<file path="src/design/slhm_pkg.sv">
// Package of the stamp link health monitor: field widths, register indexes,
// reset values of the configuration registers, status levels and states.
// Depends on nothing; every other file of the block imports it.
package slhm_pkg;

   localparam int TIME_W    = 48;
   localparam int DELAY_W   = TIME_W + 1;
   localparam int CFG_W     = 32;
   localparam int RE_W      = 8;
   localparam int CSR_IDX_W = 8;
   localparam int COUNT_W   = 5;
   localparam int MAXD_W    = TIME_W - 1;

   localparam logic [CSR_IDX_W-1:0] REG_TIMEOUT      = CSR_IDX_W'(0);
   localparam logic [CSR_IDX_W-1:0] REG_MAX_DELAY    = CSR_IDX_W'(1);
   localparam logic [CSR_IDX_W-1:0] REG_MAX_INTERVAL = CSR_IDX_W'(2);
   localparam logic [CSR_IDX_W-1:0] REG_REPORT_EVERY = CSR_IDX_W'(3);

   localparam logic [CFG_W-1:0] TIMEOUT_RESET      = CFG_W'(1000000);
   localparam logic [CFG_W-1:0] MAX_DELAY_RESET    = CFG_W'(150000);
   localparam logic [CFG_W-1:0] MAX_INTERVAL_RESET = CFG_W'(0);
   localparam logic [RE_W-1:0]  REPORT_EVERY_RESET = RE_W'(10);

   typedef enum logic [1:0] {
      LEVEL_OK    = 2'd0,
      LEVEL_WARN  = 2'd1,
      LEVEL_ERROR = 2'd2
   } level_type;

   typedef enum logic [2:0] {
      ST_IDLE,
      ST_WALK,
      ST_START,
      ST_DIVIDE,
      ST_FINISH
   } state_type;

endpackage

</file>
<file path="src/design/slhm_req_if.sv">
// Input channel of the stamp link health monitor: one tick per transaction.
// Depends on slhm_pkg for the field widths.
interface slhm_req_if import slhm_pkg::*; ();
   logic              valid;
   logic              ready;
   logic [TIME_W-1:0] now_us;
   logic [TIME_W-1:0] latest_stamp_us;

   modport source (output valid, now_us, latest_stamp_us, input ready);
   modport sink   (input valid, now_us, latest_stamp_us, output ready);
endinterface

</file>
<file path="src/design/slhm_rsp_if.sv">
// Result channel of the stamp link health monitor: one report per transaction.
// Depends on slhm_pkg for the field widths.
interface slhm_rsp_if import slhm_pkg::*; ();
   logic                     valid;
   logic                     ready;
   logic [1:0]               level;
   logic                     alive;
   logic                     timed_out;
   logic                     stats_valid;
   logic                     high_delay;
   logic                     low_rate;
   logic [COUNT_W-1:0]       window_count;
   logic [MAXD_W-1:0]        max_delay_us;
   logic signed [TIME_W-1:0] avg_delay_us;
   logic signed [TIME_W-1:0] avg_interval_us;
   logic signed [TIME_W-1:0] elapsed_us;

   modport source (output valid, level, alive, timed_out, stats_valid, high_delay,
                   low_rate, window_count, max_delay_us, avg_delay_us,
                   avg_interval_us, elapsed_us, input ready);
   modport sink   (input valid, level, alive, timed_out, stats_valid, high_delay,
                   low_rate, window_count, max_delay_us, avg_delay_us,
                   avg_interval_us, elapsed_us, output ready);
endinterface

</file>
<file path="src/design/slhm_csr_if.sv">
// Configuration write channel of the stamp link health monitor.
// Depends on slhm_pkg for the index and data widths.
interface slhm_csr_if import slhm_pkg::*; ();
   logic                 valid;
   logic                 ready;
   logic [CSR_IDX_W-1:0] index;
   logic [CFG_W-1:0]     data;

   modport source (output valid, index, data, input ready);
   modport sink   (input valid, index, data, output ready);
endinterface

</file>
<file path="src/design/slhm_cell.sv">
// One window cell: holds a stamp and time pair and takes its left neighbor's
// pair whenever the chain shifts. Depends on slhm_pkg for the time width.
module slhm_cell import slhm_pkg::*; (
   input  logic              clock,
   input  logic              shift_en,
   input  logic [TIME_W-1:0] left_stamp,
   input  logic [TIME_W-1:0] left_now,
   output logic [TIME_W-1:0] stamp,
   output logic [TIME_W-1:0] now
);

   logic [TIME_W-1:0] stamp_ff;
   logic [TIME_W-1:0] now_ff;
   logic [TIME_W-1:0] stamp_in;
   logic [TIME_W-1:0] now_in;

   always_comb begin
      stamp_in = shift_en ? left_stamp : stamp_ff;
      now_in   = shift_en ? left_now : now_ff;
   end

   always_ff @(posedge clock) begin
      stamp_ff <= stamp_in;
      now_ff   <= now_in;
   end

   assign stamp = stamp_ff;
   assign now   = now_ff;

endmodule

</file>
<file path="src/design/slhm_div.sv">
// Iterative signed divider, four quotient bits per cycle, truncating toward
// zero, for a narrow unsigned divisor. Depends on slhm_pkg only by convention.
module slhm_div import slhm_pkg::*; #(
   parameter int NUM_W = 54,
   parameter int DEN_W = 5
) (
   input  logic                    clock,
   input  logic                    reset,
   input  logic                    start,
   input  logic signed [NUM_W-1:0] dividend,
   input  logic [DEN_W-1:0]        divisor,
   output logic signed [NUM_W-1:0] quotient,
   output logic                    done
);

   localparam int DIGITS = 4;
   localparam int ITER   = (NUM_W + DIGITS - 1) / DIGITS;
   localparam int PAD_W  = ITER * DIGITS;
   localparam int ITER_W = $clog2(ITER);
   localparam logic [ITER_W-1:0] LAST_ITER = ITER_W'(ITER - 1);

   logic [PAD_W-1:0]  quo_ff, quo_in;
   logic [DEN_W:0]    rem_ff, rem_in;
   logic [DEN_W-1:0]  den_ff, den_in;
   logic              neg_ff, neg_in;
   logic [ITER_W-1:0] cnt_ff, cnt_in;
   logic              busy_ff, busy_in;
   logic              done_ff, done_in;
   logic [NUM_W-1:0]  abs_val;
   logic [NUM_W-1:0]  mag;

   assign abs_val = dividend[NUM_W-1] ? (~dividend + 1'b1) : dividend;

   always_comb begin
      logic [PAD_W-1:0] q;
      logic [DEN_W:0]   r;
      q       = quo_ff;
      r       = rem_ff;
      quo_in  = quo_ff;
      rem_in  = rem_ff;
      den_in  = den_ff;
      neg_in  = neg_ff;
      cnt_in  = cnt_ff;
      busy_in = busy_ff;
      done_in = done_ff;
      if (start) begin
         quo_in  = PAD_W'(abs_val);
         rem_in  = '0;
         den_in  = divisor;
         neg_in  = dividend[NUM_W-1];
         cnt_in  = '0;
         busy_in = 1'b1;
         done_in = 1'b0;
      end else if (busy_ff) begin
         for (int k = 0; k < DIGITS; k++) begin
            r = {r[DEN_W-1:0], q[PAD_W-1]};
            q = {q[PAD_W-2:0], 1'b0};
            if (r >= {1'b0, den_ff}) begin
               r    = r - {1'b0, den_ff};
               q[0] = 1'b1;
            end
         end
         quo_in = q;
         rem_in = r;
         cnt_in = cnt_ff + 1'b1;
         if (cnt_ff == LAST_ITER) begin
            busy_in = 1'b0;
            done_in = 1'b1;
         end
      end
   end

   always_ff @(posedge clock) begin
      if (reset) begin
         busy_ff <= 1'b0;
         done_ff <= 1'b0;
         cnt_ff  <= '0;
      end else begin
         busy_ff <= busy_in;
         done_ff <= done_in;
         cnt_ff  <= cnt_in;
      end
      quo_ff <= quo_in;
      rem_ff <= rem_in;
      den_ff <= den_in;
      neg_ff <= neg_in;
   end

   assign mag      = quo_ff[NUM_W-1:0];
   assign quotient = $signed(neg_ff ? (~mag + 1'b1) : mag);
   assign done     = done_ff;

endmodule

</file>
<file path="src/design/stamp_link_health_monitor.sv">
// Stamp link health monitor. A tick is taken when the block is idle; it then
// rotates its cell chain once; a reported tick then starts the delay and interval
// dividers and, once both are done, loads the output register, waiting while a
// held report waits for the sink. A synchronous reset empties the window, clears
// the tick counter and loads the register defaults; cell contents are not cleared.
module stamp_link_health_monitor import slhm_pkg::*; #(
   parameter int WINDOW_DEPTH = 20
) (
   input  logic clock,
   input  logic reset,
   slhm_req_if.sink   req_chan,
   slhm_rsp_if.source rsp_chan,
   slhm_csr_if.sink   csr_chan
);

   localparam int CNT_W  = $clog2(WINDOW_DEPTH + 1);
   localparam int STEP_W = $clog2(WINDOW_DEPTH);
   localparam int SUM_W  = DELAY_W + $clog2(WINDOW_DEPTH);
   localparam logic [STEP_W-1:0] LAST_STEP = STEP_W'(WINDOW_DEPTH - 1);
   localparam logic [CNT_W-1:0]  DEPTH_CNT = CNT_W'(WINDOW_DEPTH);

   state_type state_ff, state_in;

   logic [CFG_W-1:0] timeout_ff, timeout_in;
   logic [CFG_W-1:0] max_delay_ff, max_delay_in;
   logic [CFG_W-1:0] max_ival_ff, max_ival_in;
   logic [RE_W-1:0]  report_ff, report_in;

   logic [CNT_W-1:0]  fill_ff, fill_in;
   logic [RE_W-1:0]   tick_ff, tick_in;
   logic              emit_ff, emit_in;
   logic [STEP_W-1:0] step_ff, step_in;
   logic [TIME_W-1:0] now_ff, now_in;
   logic [TIME_W-1:0] stamp_ff, stamp_in;

   logic signed [SUM_W-1:0] dsum_ff, dsum_in;
   logic signed [SUM_W-1:0] isum_ff, isum_in;
   logic [CNT_W-1:0]        icnt_ff, icnt_in;
   logic [TIME_W-1:0]       dmax_ff, dmax_in;
   logic [TIME_W-1:0]       prev_ff, prev_in;

   logic accept, shift_en, div_start, rsp_load, last_step, divs_done;

   logic [TIME_W-1:0] link_stamp [WINDOW_DEPTH+1];
   logic [TIME_W-1:0] link_now [WINDOW_DEPTH+1];
   logic [TIME_W-1:0] tail_stamp, tail_now;
   logic              entry_valid;

   logic signed [SUM_W-1:0] q_delay, q_ival;
   logic                    done_delay, done_ival;

   logic                     rsp_valid_ff, rsp_valid_in;
   logic [1:0]               level_ff, level_in;
   logic                     alive_ff, alive_in;
   logic                     tout_ff, tout_in;
   logic                     svalid_ff, svalid_in;
   logic                     high_ff, high_in;
   logic                     low_ff, low_in;
   logic [COUNT_W-1:0]       wcount_ff, wcount_in;
   logic [MAXD_W-1:0]        maxd_ff, maxd_in;
   logic signed [TIME_W-1:0] avgd_ff, avgd_in;
   logic signed [TIME_W-1:0] avgi_ff, avgi_in;
   logic signed [TIME_W-1:0] elap_ff, elap_in;

   function automatic logic [TIME_W-1:0] sat_sum(input logic signed [SUM_W-1:0] v);
      logic [SUM_W-TIME_W:0] top;
      top = v[SUM_W-1:TIME_W-1];
      if (&top || ~|top) begin
         return v[TIME_W-1:0];
      end
      return v[SUM_W-1] ? {1'b1, {(TIME_W-1){1'b0}}} : {1'b0, {(TIME_W-1){1'b1}}};
   endfunction

   // Configuration registers.
   assign csr_chan.ready = 1'b1;

   always_comb begin
      timeout_in   = timeout_ff;
      max_delay_in = max_delay_ff;
      max_ival_in  = max_ival_ff;
      report_in    = report_ff;
      if (csr_chan.valid) begin
         unique case (csr_chan.index)
            REG_TIMEOUT:      timeout_in   = csr_chan.data;
            REG_MAX_DELAY:    max_delay_in = csr_chan.data;
            REG_MAX_INTERVAL: max_ival_in  = csr_chan.data;
            REG_REPORT_EVERY: report_in    = csr_chan.data[RE_W-1:0];
            default: begin
            end
         endcase
      end
   end

   // Control sequencer.
   assign accept    = req_chan.valid && req_chan.ready;
   assign last_step = step_ff == LAST_STEP;
   assign divs_done = done_delay && done_ival;

   always_comb begin
      state_in = state_ff;
      unique case (state_ff)
         ST_IDLE: begin
            if (req_chan.valid) state_in = ST_WALK;
         end
         ST_WALK: begin
            if (last_step) state_in = emit_ff ? ST_START : ST_IDLE;
         end
         ST_START: state_in = ST_DIVIDE;
         ST_DIVIDE: begin
            if (divs_done) state_in = ST_FINISH;
         end
         ST_FINISH: begin
            if (!rsp_valid_ff || rsp_chan.ready) state_in = ST_IDLE;
         end
         default: state_in = ST_IDLE;
      endcase
   end

   always_comb begin
      req_chan.ready = 1'b0;
      shift_en       = 1'b0;
      div_start      = 1'b0;
      rsp_load       = 1'b0;
      unique case (state_ff)
         ST_IDLE: begin
            req_chan.ready = 1'b1;
            shift_en       = req_chan.valid;
         end
         ST_WALK:   shift_en  = 1'b1;
         ST_START:  div_start = 1'b1;
         ST_DIVIDE: begin
         end
         ST_FINISH: rsp_load = !rsp_valid_ff || rsp_chan.ready;
         default: begin
         end
      endcase
   end

   // Cell chain: a tick shifts in at the head; the walk rotates the tail back
   // to the head so the chain holds the same window after a full pass.
   assign tail_stamp    = link_stamp[WINDOW_DEPTH];
   assign tail_now      = link_now[WINDOW_DEPTH];
   assign link_stamp[0] = (state_ff == ST_IDLE) ? req_chan.latest_stamp_us : tail_stamp;
   assign link_now[0]   = (state_ff == ST_IDLE) ? req_chan.now_us : tail_now;

   for (genvar g = 0; g < WINDOW_DEPTH; g++) begin : g_cell
      slhm_cell u_cell (
         .clock      (clock),
         .shift_en   (shift_en),
         .left_stamp (link_stamp[g]),
         .left_now   (link_now[g]),
         .stamp      (link_stamp[g+1]),
         .now        (link_now[g+1])
      );
   end

   // The tail shows the oldest cell first; empty cells come out before the
   // filled ones and are skipped.
   assign entry_valid = ((CNT_W+1)'(step_ff) + (CNT_W+1)'(fill_ff))
                        >= (CNT_W+1)'(WINDOW_DEPTH);

   always_comb begin
      logic signed [DELAY_W-1:0] d;
      logic signed [DELAY_W-1:0] ival;
      logic [RE_W-1:0]           tick_next;
      logic [RE_W-1:0]           limit;
      d         = $signed({1'b0, tail_now}) - $signed({1'b0, tail_stamp});
      ival      = $signed({1'b0, tail_stamp}) - $signed({1'b0, prev_ff});
      tick_next = tick_ff + 1'b1;
      limit     = (report_ff == '0) ? RE_W'(1) : report_ff;
      fill_in   = fill_ff;
      tick_in   = tick_ff;
      emit_in   = emit_ff;
      step_in   = step_ff;
      now_in    = now_ff;
      stamp_in  = stamp_ff;
      dsum_in   = dsum_ff;
      isum_in   = isum_ff;
      icnt_in   = icnt_ff;
      dmax_in   = dmax_ff;
      prev_in   = prev_ff;
      if (accept) begin
         if (fill_ff != DEPTH_CNT) fill_in = fill_ff + 1'b1;
         emit_in  = tick_next >= limit;
         tick_in  = (tick_next >= limit) ? '0 : tick_next;
         step_in  = '0;
         now_in   = req_chan.now_us;
         stamp_in = req_chan.latest_stamp_us;
         dsum_in  = '0;
         isum_in  = '0;
         icnt_in  = '0;
         dmax_in  = '0;
         prev_in  = '0;
      end else if (state_ff == ST_WALK) begin
         step_in = step_ff + 1'b1;
         if (entry_valid) begin
            dsum_in = dsum_ff + SUM_W'(d);
            if (d > $signed({1'b0, dmax_ff})) dmax_in = d[TIME_W-1:0];
            if (tail_stamp != prev_ff) begin
               if (prev_ff != '0) begin
                  isum_in = isum_ff + SUM_W'(ival);
                  icnt_in = icnt_ff + 1'b1;
               end
               prev_in = tail_stamp;
            end
         end
      end
   end

   slhm_div #(.NUM_W(SUM_W), .DEN_W(CNT_W)) u_div_delay (
      .clock    (clock),
      .reset    (reset),
      .start    (div_start),
      .dividend (dsum_ff),
      .divisor  (fill_ff),
      .quotient (q_delay),
      .done     (done_delay)
   );

   slhm_div #(.NUM_W(SUM_W), .DEN_W(CNT_W)) u_div_ival (
      .clock    (clock),
      .reset    (reset),
      .start    (div_start),
      .dividend (isum_ff),
      .divisor  (icnt_ff),
      .quotient (q_ival),
      .done     (done_ival)
   );

   // Report assembly into the output register.
   always_comb begin
      logic signed [DELAY_W-1:0] elapsed;
      logic [CFG_W+1:0]          triple;
      logic signed [SUM_W-1:0]   avg_ival;
      logic                      timed, valid, high, low;
      logic [7:0]                fill_ext;
      level_type                 lvl;
      elapsed  = $signed({1'b0, now_ff}) - $signed({1'b0, stamp_ff});
      triple   = {2'b00, timeout_ff} + {1'b0, timeout_ff, 1'b0};
      avg_ival = (icnt_ff == '0) ? '0 : q_ival;
      timed    = elapsed > $signed(DELAY_W'(timeout_ff));
      valid    = fill_ff > CNT_W'(1);
      high     = valid && !timed && (max_delay_ff != '0)
                 && (q_delay > $signed(SUM_W'(max_delay_ff)));
      low      = valid && !timed && (max_ival_ff != '0)
                 && (avg_ival > $signed(SUM_W'(max_ival_ff)));
      fill_ext = 8'(fill_ff);
      if (stamp_ff == '0) begin
         lvl = LEVEL_WARN;
      end else if (timed) begin
         lvl = LEVEL_ERROR;
      end else begin
         lvl = LEVEL_OK;
      end
      if ((high || low) && lvl == LEVEL_OK) lvl = LEVEL_WARN;

      rsp_valid_in = rsp_valid_ff;
      level_in     = level_ff;
      alive_in     = alive_ff;
      tout_in      = tout_ff;
      svalid_in    = svalid_ff;
      high_in      = high_ff;
      low_in       = low_ff;
      wcount_in    = wcount_ff;
      maxd_in      = maxd_ff;
      avgd_in      = avgd_ff;
      avgi_in      = avgi_ff;
      elap_in      = elap_ff;
      if (rsp_load) begin
         rsp_valid_in = 1'b1;
         level_in     = lvl;
         alive_in     = !(elapsed > $signed(DELAY_W'(triple)));
         tout_in      = timed;
         svalid_in    = valid;
         high_in      = high;
         low_in       = low;
         wcount_in    = (fill_ext > 8'd31) ? COUNT_W'(31) : fill_ext[COUNT_W-1:0];
         maxd_in      = dmax_ff[TIME_W-1] ? {MAXD_W{1'b1}} : dmax_ff[MAXD_W-1:0];
         avgd_in      = $signed(sat_sum(q_delay));
         avgi_in      = $signed(sat_sum(avg_ival));
         elap_in      = $signed(sat_sum(SUM_W'(elapsed)));
      end else if (rsp_chan.ready) begin
         rsp_valid_in = 1'b0;
      end
   end

   always_ff @(posedge clock) begin
      if (reset) begin
         state_ff     <= ST_IDLE;
         timeout_ff   <= TIMEOUT_RESET;
         max_delay_ff <= MAX_DELAY_RESET;
         max_ival_ff  <= MAX_INTERVAL_RESET;
         report_ff    <= REPORT_EVERY_RESET;
         fill_ff      <= '0;
         tick_ff      <= '0;
         emit_ff      <= 1'b0;
         step_ff      <= '0;
         rsp_valid_ff <= 1'b0;
      end else begin
         state_ff     <= state_in;
         timeout_ff   <= timeout_in;
         max_delay_ff <= max_delay_in;
         max_ival_ff  <= max_ival_in;
         report_ff    <= report_in;
         fill_ff      <= fill_in;
         tick_ff      <= tick_in;
         emit_ff      <= emit_in;
         step_ff      <= step_in;
         rsp_valid_ff <= rsp_valid_in;
      end
      now_ff    <= now_in;
      stamp_ff  <= stamp_in;
      dsum_ff   <= dsum_in;
      isum_ff   <= isum_in;
      icnt_ff   <= icnt_in;
      dmax_ff   <= dmax_in;
      prev_ff   <= prev_in;
      level_ff  <= level_in;
      alive_ff  <= alive_in;
      tout_ff   <= tout_in;
      svalid_ff <= svalid_in;
      high_ff   <= high_in;
      low_ff    <= low_in;
      wcount_ff <= wcount_in;
      maxd_ff   <= maxd_in;
      avgd_ff   <= avgd_in;
      avgi_ff   <= avgi_in;
      elap_ff   <= elap_in;
   end

   assign rsp_chan.valid           = rsp_valid_ff;
   assign rsp_chan.level           = level_ff;
   assign rsp_chan.alive           = alive_ff;
   assign rsp_chan.timed_out       = tout_ff;
   assign rsp_chan.stats_valid     = svalid_ff;
   assign rsp_chan.high_delay      = high_ff;
   assign rsp_chan.low_rate        = low_ff;
   assign rsp_chan.window_count    = wcount_ff;
   assign rsp_chan.max_delay_us    = maxd_ff;
   assign rsp_chan.avg_delay_us    = avgd_ff;
   assign rsp_chan.avg_interval_us = avgi_ff;
   assign rsp_chan.elapsed_us      = elap_ff;

endmodule

</file>
<file path="src/flat_wrapper.sv">
// flat-port wrapper written by rule: the top's interface ports become plain ports
module stamp_link_health_monitor_flat import slhm_pkg::*;
#(
   parameter int WINDOW_DEPTH = 20
)
  (clock, reset, req_chan_valid, req_chan_now_us, req_chan_latest_stamp_us, req_chan_ready, rsp_chan_valid, rsp_chan_level, rsp_chan_alive, rsp_chan_timed_out, rsp_chan_stats_valid, rsp_chan_high_delay, rsp_chan_low_rate, rsp_chan_window_count, rsp_chan_max_delay_us, rsp_chan_avg_delay_us, rsp_chan_avg_interval_us, rsp_chan_elapsed_us, rsp_chan_ready, csr_chan_valid, csr_chan_index, csr_chan_data, csr_chan_ready);
  slhm_req_if req_chan_i ();
  slhm_rsp_if rsp_chan_i ();
  slhm_csr_if csr_chan_i ();
  input  logic clock;
  input  logic reset;
  input wire logic [$bits(req_chan_i.valid)-1:0] req_chan_valid;
  input wire logic [$bits(req_chan_i.now_us)-1:0] req_chan_now_us;
  input wire logic [$bits(req_chan_i.latest_stamp_us)-1:0] req_chan_latest_stamp_us;
  output wire logic [$bits(req_chan_i.ready)-1:0] req_chan_ready;
  output wire logic [$bits(rsp_chan_i.valid)-1:0] rsp_chan_valid;
  output wire logic [$bits(rsp_chan_i.level)-1:0] rsp_chan_level;
  output wire logic [$bits(rsp_chan_i.alive)-1:0] rsp_chan_alive;
  output wire logic [$bits(rsp_chan_i.timed_out)-1:0] rsp_chan_timed_out;
  output wire logic [$bits(rsp_chan_i.stats_valid)-1:0] rsp_chan_stats_valid;
  output wire logic [$bits(rsp_chan_i.high_delay)-1:0] rsp_chan_high_delay;
  output wire logic [$bits(rsp_chan_i.low_rate)-1:0] rsp_chan_low_rate;
  output wire logic [$bits(rsp_chan_i.window_count)-1:0] rsp_chan_window_count;
  output wire logic [$bits(rsp_chan_i.max_delay_us)-1:0] rsp_chan_max_delay_us;
  output wire logic [$bits(rsp_chan_i.avg_delay_us)-1:0] rsp_chan_avg_delay_us;
  output wire logic [$bits(rsp_chan_i.avg_interval_us)-1:0] rsp_chan_avg_interval_us;
  output wire logic [$bits(rsp_chan_i.elapsed_us)-1:0] rsp_chan_elapsed_us;
  input wire logic [$bits(rsp_chan_i.ready)-1:0] rsp_chan_ready;
  input wire logic [$bits(csr_chan_i.valid)-1:0] csr_chan_valid;
  input wire logic [$bits(csr_chan_i.index)-1:0] csr_chan_index;
  input wire logic [$bits(csr_chan_i.data)-1:0] csr_chan_data;
  output wire logic [$bits(csr_chan_i.ready)-1:0] csr_chan_ready;
  assign req_chan_i.valid = req_chan_valid;
  assign req_chan_i.now_us = req_chan_now_us;
  assign req_chan_i.latest_stamp_us = req_chan_latest_stamp_us;
  assign req_chan_ready = req_chan_i.ready;
  assign rsp_chan_valid = rsp_chan_i.valid;
  assign rsp_chan_level = rsp_chan_i.level;
  assign rsp_chan_alive = rsp_chan_i.alive;
  assign rsp_chan_timed_out = rsp_chan_i.timed_out;
  assign rsp_chan_stats_valid = rsp_chan_i.stats_valid;
  assign rsp_chan_high_delay = rsp_chan_i.high_delay;
  assign rsp_chan_low_rate = rsp_chan_i.low_rate;
  assign rsp_chan_window_count = rsp_chan_i.window_count;
  assign rsp_chan_max_delay_us = rsp_chan_i.max_delay_us;
  assign rsp_chan_avg_delay_us = rsp_chan_i.avg_delay_us;
  assign rsp_chan_avg_interval_us = rsp_chan_i.avg_interval_us;
  assign rsp_chan_elapsed_us = rsp_chan_i.elapsed_us;
  assign rsp_chan_i.ready = rsp_chan_ready;
  assign csr_chan_i.valid = csr_chan_valid;
  assign csr_chan_i.index = csr_chan_index;
  assign csr_chan_i.data = csr_chan_data;
  assign csr_chan_ready = csr_chan_i.ready;
  stamp_link_health_monitor #(.WINDOW_DEPTH(WINDOW_DEPTH)) u_core (.clock(clock), .reset(reset), .req_chan(req_chan_i), .rsp_chan(rsp_chan_i), .csr_chan(csr_chan_i));
endmodule
</file>
<file path="config.mk">
export PLATFORM = sky130hd
export DESIGN_NAME = stamp_link_health_monitor_flat
export DESIGN_NICKNAME = d
export VERILOG_FILES = /design/src/design/slhm_pkg.sv /design/src/design/slhm_req_if.sv /design/src/design/slhm_rsp_if.sv /design/src/design/slhm_csr_if.sv /design/src/design/slhm_cell.sv /design/src/design/slhm_div.sv /design/src/design/stamp_link_health_monitor.sv /design/src/flat_wrapper.sv
export SDC_FILE = /design/constraint.sdc
export NUM_CORES = 2
export LEC_CHECK = 0
export BUFFER_PORTS_ARGS = -buffer_cell sky130_fd_sc_hd__buf_4
export CORE_ASPECT_RATIO = 1.2
export CORE_MARGIN = 1.5
export CORE_UTILIZATION = 51
export DETAILED_ROUTE_END_ITERATION = 8
export PLACE_DENSITY = 0.73
export SETUP_SLACK_MARGIN = 0.05
export SLEW_MARGIN = 40
export SYNTH_ARGS = -nofsm -noshare
export SYNTH_HDL_FRONTEND = slang
export SYNTH_SLANG_ARGS = --single-unit
</file>
<file path="constraint.sdc">
create_clock -name clock -period 36.6 [get_ports clock]
set_input_delay 10.98 -clock clock [delete_from_list [all_inputs] [get_ports clock]]
set_output_delay 10.98 -clock clock [all_outputs]
set_load 0.05 [all_outputs]
</file>
# After elaboration in Yosys (flattened, before gate mapping)
# Cells that the tools add are included.
[word_totals]
inputBits = 141
out_inout_bits = 206
reg_bits = 2701
[op_classes]
bitwise_logic = 4
mux = 76
n_reduce_logical = 51
addsub = 25
eq_ne = 16
order_cmp = 16
[ops]
columns = ["cell", "n"]
rows = [
  ["$mux 48", 11],
  ["$mux 54", 9],
  ["$add 54x1->54 const B", 4],
  ["$not 54->54", 4],
  ["$sub 48x48->49", 3],
  ["$add 54x49->54", 2],
  ["$gt 54x33->1", 2],
  ["$mux 5", 20],
  ["$reduce_bool 32->1", 2],
  ["$gt 49x33->1", 1],
  ["$gt 49x35->1", 1],
  ["$gt 49x49->1", 1],
  ["$ge 6x5->1", 8],
  ["$logic_not 48->1", 1],
  ["$ne 48x48->1", 1],
  ["$reduce_bool 48->1", 1],
  ["$sub 5x5->5", 8],
  ["$add 32x33->34", 1],
  ["$mux 1", 25],
  ["$reduce_and 2->1", 9],
  ["$eq 8x2->1 const B", 2],
  ["$logic_not 8->1", 2],
  ["$mux 8", 2],
  ["$add 5x1->5 const B", 3],
  ["31 further kinds", 65],
]

# Logic depth before layout (Yosys ltp)
[depth]
depth_word = 16
depth_mapped = 39

# Modules after synthesis
# A second synthesis with hierarchy kept.
[unflattened]
hier_cells = 8421
hier_area_um2 = 113861.7
[modules_own_cells]
columns = ["mod", "cells_per_inst", "area_each_um2", "instances"]
rows = [
  ["slhm_cell", 96, 2882.8, 20],
  ["stamp_link_health_monitor", 5197, 44254.9, 1],
  ["slhm_div", 652, 5975.7, 2],
]

# Least setup slack after synthesis
# Ideal clock, no wire load.
[synth_path]
path_kind = "input port to flip-flop"
from = "input req_chan_valid"
to = "register u_core.g_cell[0].u_cell.now_ff[0] (enable)"
slack_ns = 0.898
cell_stages = 4
n_path_buf = 1
required_ns = 35.076
setup_time_ns = 1.524
arrival_time_ns = 34.178
path_cell_list = "nand2_1 -> inv_1 -> clkbuf_1 -> or2_2"
[synth_via]
elab_chain_len = 1
[synth_rtl]
columns = ["element", "line_no", "rtl"]
rows = [
  ["from (decl)", "flat_wrapper.sv:12", "input wire logic [$bits(req_chan_i.valid)-1:0] req_chan_valid;"],
  ["$pmux 1 s2", "stamp_link_health_monitor.sv:124", "unique case (state_ff)"],
  ["net u_core.g_cell[0].u_cell.shift_en", "slhm_cell.sv:5", "input logic shift_en,"],
  ["to (signal assigned)", "slhm_cell.sv:24", "now_ff <= now_in;"],
  ["to (decl)", "slhm_cell.sv:13", "logic [TIME_W-1:0] now_ff;"],
]
# The timed path passes the listed nets, and every way through them passes these cells.
# A chain may end at the register's enable or synchronous reset.

# Final worst setup path
[layout_path]
from = "input req_chan_valid"
to = "register u_core.g_cell[17].u_cell.now_ff[0] (enable)"
[layout_via]
elab_chain_len = 1
[layout_rtl]
columns = ["element", "line_no"]
rows = [
  ["$pmux 1 s2", "stamp_link_health_monitor.sv:124"],
  ["net u_core.g_cell[0].u_cell.shift_en", "slhm_cell.sv:5"],
  ["to (signal assigned)", "slhm_cell.sv:24"],
  ["to (decl)", "slhm_cell.sv:13"],
]
# The timed path passes the listed nets, and every way through them passes these cells.

==> impl_metrics.yaml <==
global_route:
  antenna_found_initial: 35
  grt_max_degree: 122
  globalRouteOverflowTotal: 0
  grt_pass1_vias: 65200
  grt_usage_pct: 24.5
  grt_pass1_wl_mm: 410
placed_design:
  dp_hpwl_mm: 201
  gp_congestion: 1.00
  dpl-instance-area_sq_mm: 0.120
  dp_slack_ps: 18910
  portBuffers: 345
yosys:
  synth_compound_area_share_pct: 10.0
  synth_edf_count: 2339
  yosysUniqueCellTypes: 101
  netlist_top_cells_area: "edfxtp_1 (62%), dfxtp_1 (6.4%), ha_1 (5.8%), nand2_1 (2.5%), a21oi_1 (2.3%)"
  synth_top_family_by_area: "compound AO/OA/AOI/OAI gates"
  synth_warnings: 0
  synth-xor-area-share_pct: 3.66
  yosys.cell_count.top_type: "edfxtp_1"
  ys_seq_area_share_pct: 68.2
  syn_avg_cell_area_sq_um: 13.7
  synth_seq_cells: 2701
  synthAdderAreaFrac_pct: 6.09
  syn_area_sq_mm: 0.114
  synthTopCellsByCount: "edfxtp_1 (2339), nand2_1 (748), ha_1 (529), a21oi_1 (527), nor2_1 (488)"
  synth_top_area_share_pct: 61.9
  synthesis.nets: 8993
  yosys_most_used_dff: "edfxtp_1"
  synthMuxAreaShare_pct: 1.51
  ys_async_sr_fraction_pct: 0
  synthSimpleGateAreaFrac_pct: 8.19
  syn_inst: 8308
  yosys.area.top_type: "edfxtp_1"
final_layout:
  layout.area.seq_sq_mm: 0.0775
  design_area_sq_mm: 0.129
  final_layout_size_suffix_gt1_share_pct: 11.2
  fillers: 17000
  areaGrowthSynthToFinish_pct: 13.3
  multi_input_area_sq_mm: 0.0337
  fin_nets: 9470
setup_path:
  end_kind: "register"
  critPathKind: "input port to register"
  cp_max_fo: 118
  cp.arrival_ps: 17220
  cp.required_ps: 37100
  critPathLaunchType: "input port"
clock_tree:
  hold_buffers: 0
  cts_setup_buffers: 0
  numCtsBuffers: 277
  clk-insertion-delay-late_ps: 950
  cts-htree-levels: 5
  cts-root-buf: "clkbuf_16"
  cts_tree: "built"
  numClockSinks: 2701
  clock_path_buffers: 4
  path_clk_slew_ps: 60
  ctsResizeCount: 0
routing:
  routedWlPerCell_um: 23.4
  drt-total-wl_mm: 280
  routed_via_density: 5.68
  first_pass_iters: 8
  drt_drc_violations_left: 0
  vias: 67800
  antenna_left: 0
  drtIter0Drc: 6243
power_and_ir_drop:
  vdd_ir_drop_max_v: 0.0000530
  powerDensity_mw_per_mm2: 63.4
  leakage_nw: 48.8
status:
  outcome: "finished, final reports clean"
sta:
  post-route-period-util_pct: 45.7
  worst_pin_slew_ps: 1050
  timing.max_slew.rel_slack_pct: 29.3
  fin_ws_ps: 19880
  tns_ps: 0
  min_period_ps: 16720
  hold_slack_ps: 371
  clock_skew_ps: 80.2
  setup_viol: 0
  fmax_mhz: 59.8
  rsz0062_at_grt: "false"
  hold_violations: 0
  slew_violations: 0
job:
  cap_violations: 0
die:
  ios: 347
  die_y_um: 520
  die_w_um: 434
  rows: 189
  initial_core_util_pct: 51.4
  die_area_sq_mm: 0.225
  fp.coreArea_sq_mm: 0.221
min_path:
  min_path_type: "register to register"
## logic make-up (layout without fill, tap and decap cells)
logic type,count (synthesis),count (layout)
compound gates,1786,1786
flops,2701,2701
fa+ha+maj,544,544
xor+xnor,474,474
mux,163,163
other cells,1,9
simple gates,1971,1971
buf+inv,668,1334
## critical path, stage by stage
cell     delay [ps]
buf_4           110
nand2_1          60
buf_4           320
inv_8           340
or2_4           570
buf_12          330
buf_12          420
buf_16          460
buf_6           350
buf_16          320
buf_12          490
buf_16          410
buf_12          290
buf_16          420
buf_12          450
buf_16          460
## power breakdown
group | switching, mW | internal, mW | total (mW)
sequential | 0.128 | 3.81 | 3.94
clock | 1.15 | 1.57 | 2.72
combinational | 0.965 | 0.539 | 1.50
## path summary, 6_finish.rpt
check,startpoint,to,slack (ps),depth (start not counted)
setup reg to reg,u_core.u_div_delay.den_ff[1]$_DFFE_PP_,u_core.u_div_delay.rem_ff[2]$_SDFFE_PP0P_,28300,32
setup / recovery,req_chan_valid,u_core.g_cell[17].u_cell.now[0]$_DFFE_PP_,19880,16
hold / removal,u_core.g_cell[11].u_cell.stamp[3]$_DFFE_PP_,u_core.g_cell[12].u_cell.stamp[3]$_DFFE_PP_,370,0
hold reg to reg,u_core.g_cell[11].u_cell.stamp[3]$_DFFE_PP_,u_core.g_cell[12].u_cell.stamp[3]$_DFFE_PP_,370,0
## cell type report
type / instances / area share [%]
clock buffer: 333 / 5.65
timing repair buffer: 446 / 2.82
clock inverter: 135 / 1.02
sequential: 2701 / 60.2
inverter: 420 / 1.23
antenna: 8 / 0.0156
tap: 2960 / 2.88
multi-input combinational: 4939 / 26.2
## placed cells by master (no fill, tap or decap), types with 86 or more instances in the layout
cell and instances:
mux2i_1 95, nor2_1 485, nand3_1 91, o21a_1 86, inv_1 416, dfxtp_1 362, nand2b_1 87, o31ai_1 104
o21ai_0 402, nand2_1 746, clkbuf_16 281, xnor2_1 217, ha_1 528, a21o_1 257, buf_4 417, xor2_1 253
edfxtp_1 2339, a21oi_1 527
## flip-flops by register name, indices dropped and copies added, names as in the netlist, 8 cells and up
register / cells
u_core.g_cell.u_cell.now: 960
u_core.g_cell.u_cell.stamp: 960
u_core.u_div_delay.quo_ff: 56
u_core.u_div_ival.quo_ff: 56
u_core.dsum_ff: 54
u_core.isum_ff: 54
u_core.dmax_ff: 48
u_core.now_ff: 48
u_core.prev_ff: 48
u_core.rsp_chan.avg_delay_us: 48
u_core.rsp_chan.avg_interval_us: 48
u_core.rsp_chan.elapsed_us: 48
u_core.stamp_ff: 48
u_core.rsp_chan.max_delay_us: 47
u_core.max_delay_ff: 32
u_core.max_ival_ff: 32
u_core.timeout_ff: 32
u_core.report_ff: 8
u_core.tick_ff: 8
## per-layer routing
layer	global-route usage, %	wire (um)
met1	33.7	120000
met2	38.2	129000
met3	3.66	16700
met4	11.9	14700
met5	0	59
## metrics by stage
| stage | utilization (%) | instances | total power, mW |
|---|---|---|---|
| 5_1_grt | 58.2 | 11900 | 8.48 |
| 3_5_place_dp | 54.3 | 11500 | 5.47 |
| 6_report | 58.2 | 11900 | 8.16 |
| 3_3_place_gp | 54.1 | 11500 | 5.41 |
| 2_1_floorplan | - | 8308 | 5.17 |
| 4_1_cts | 58.2 | 11900 | 8.21 |
Power figures use the tool's default switching activity.
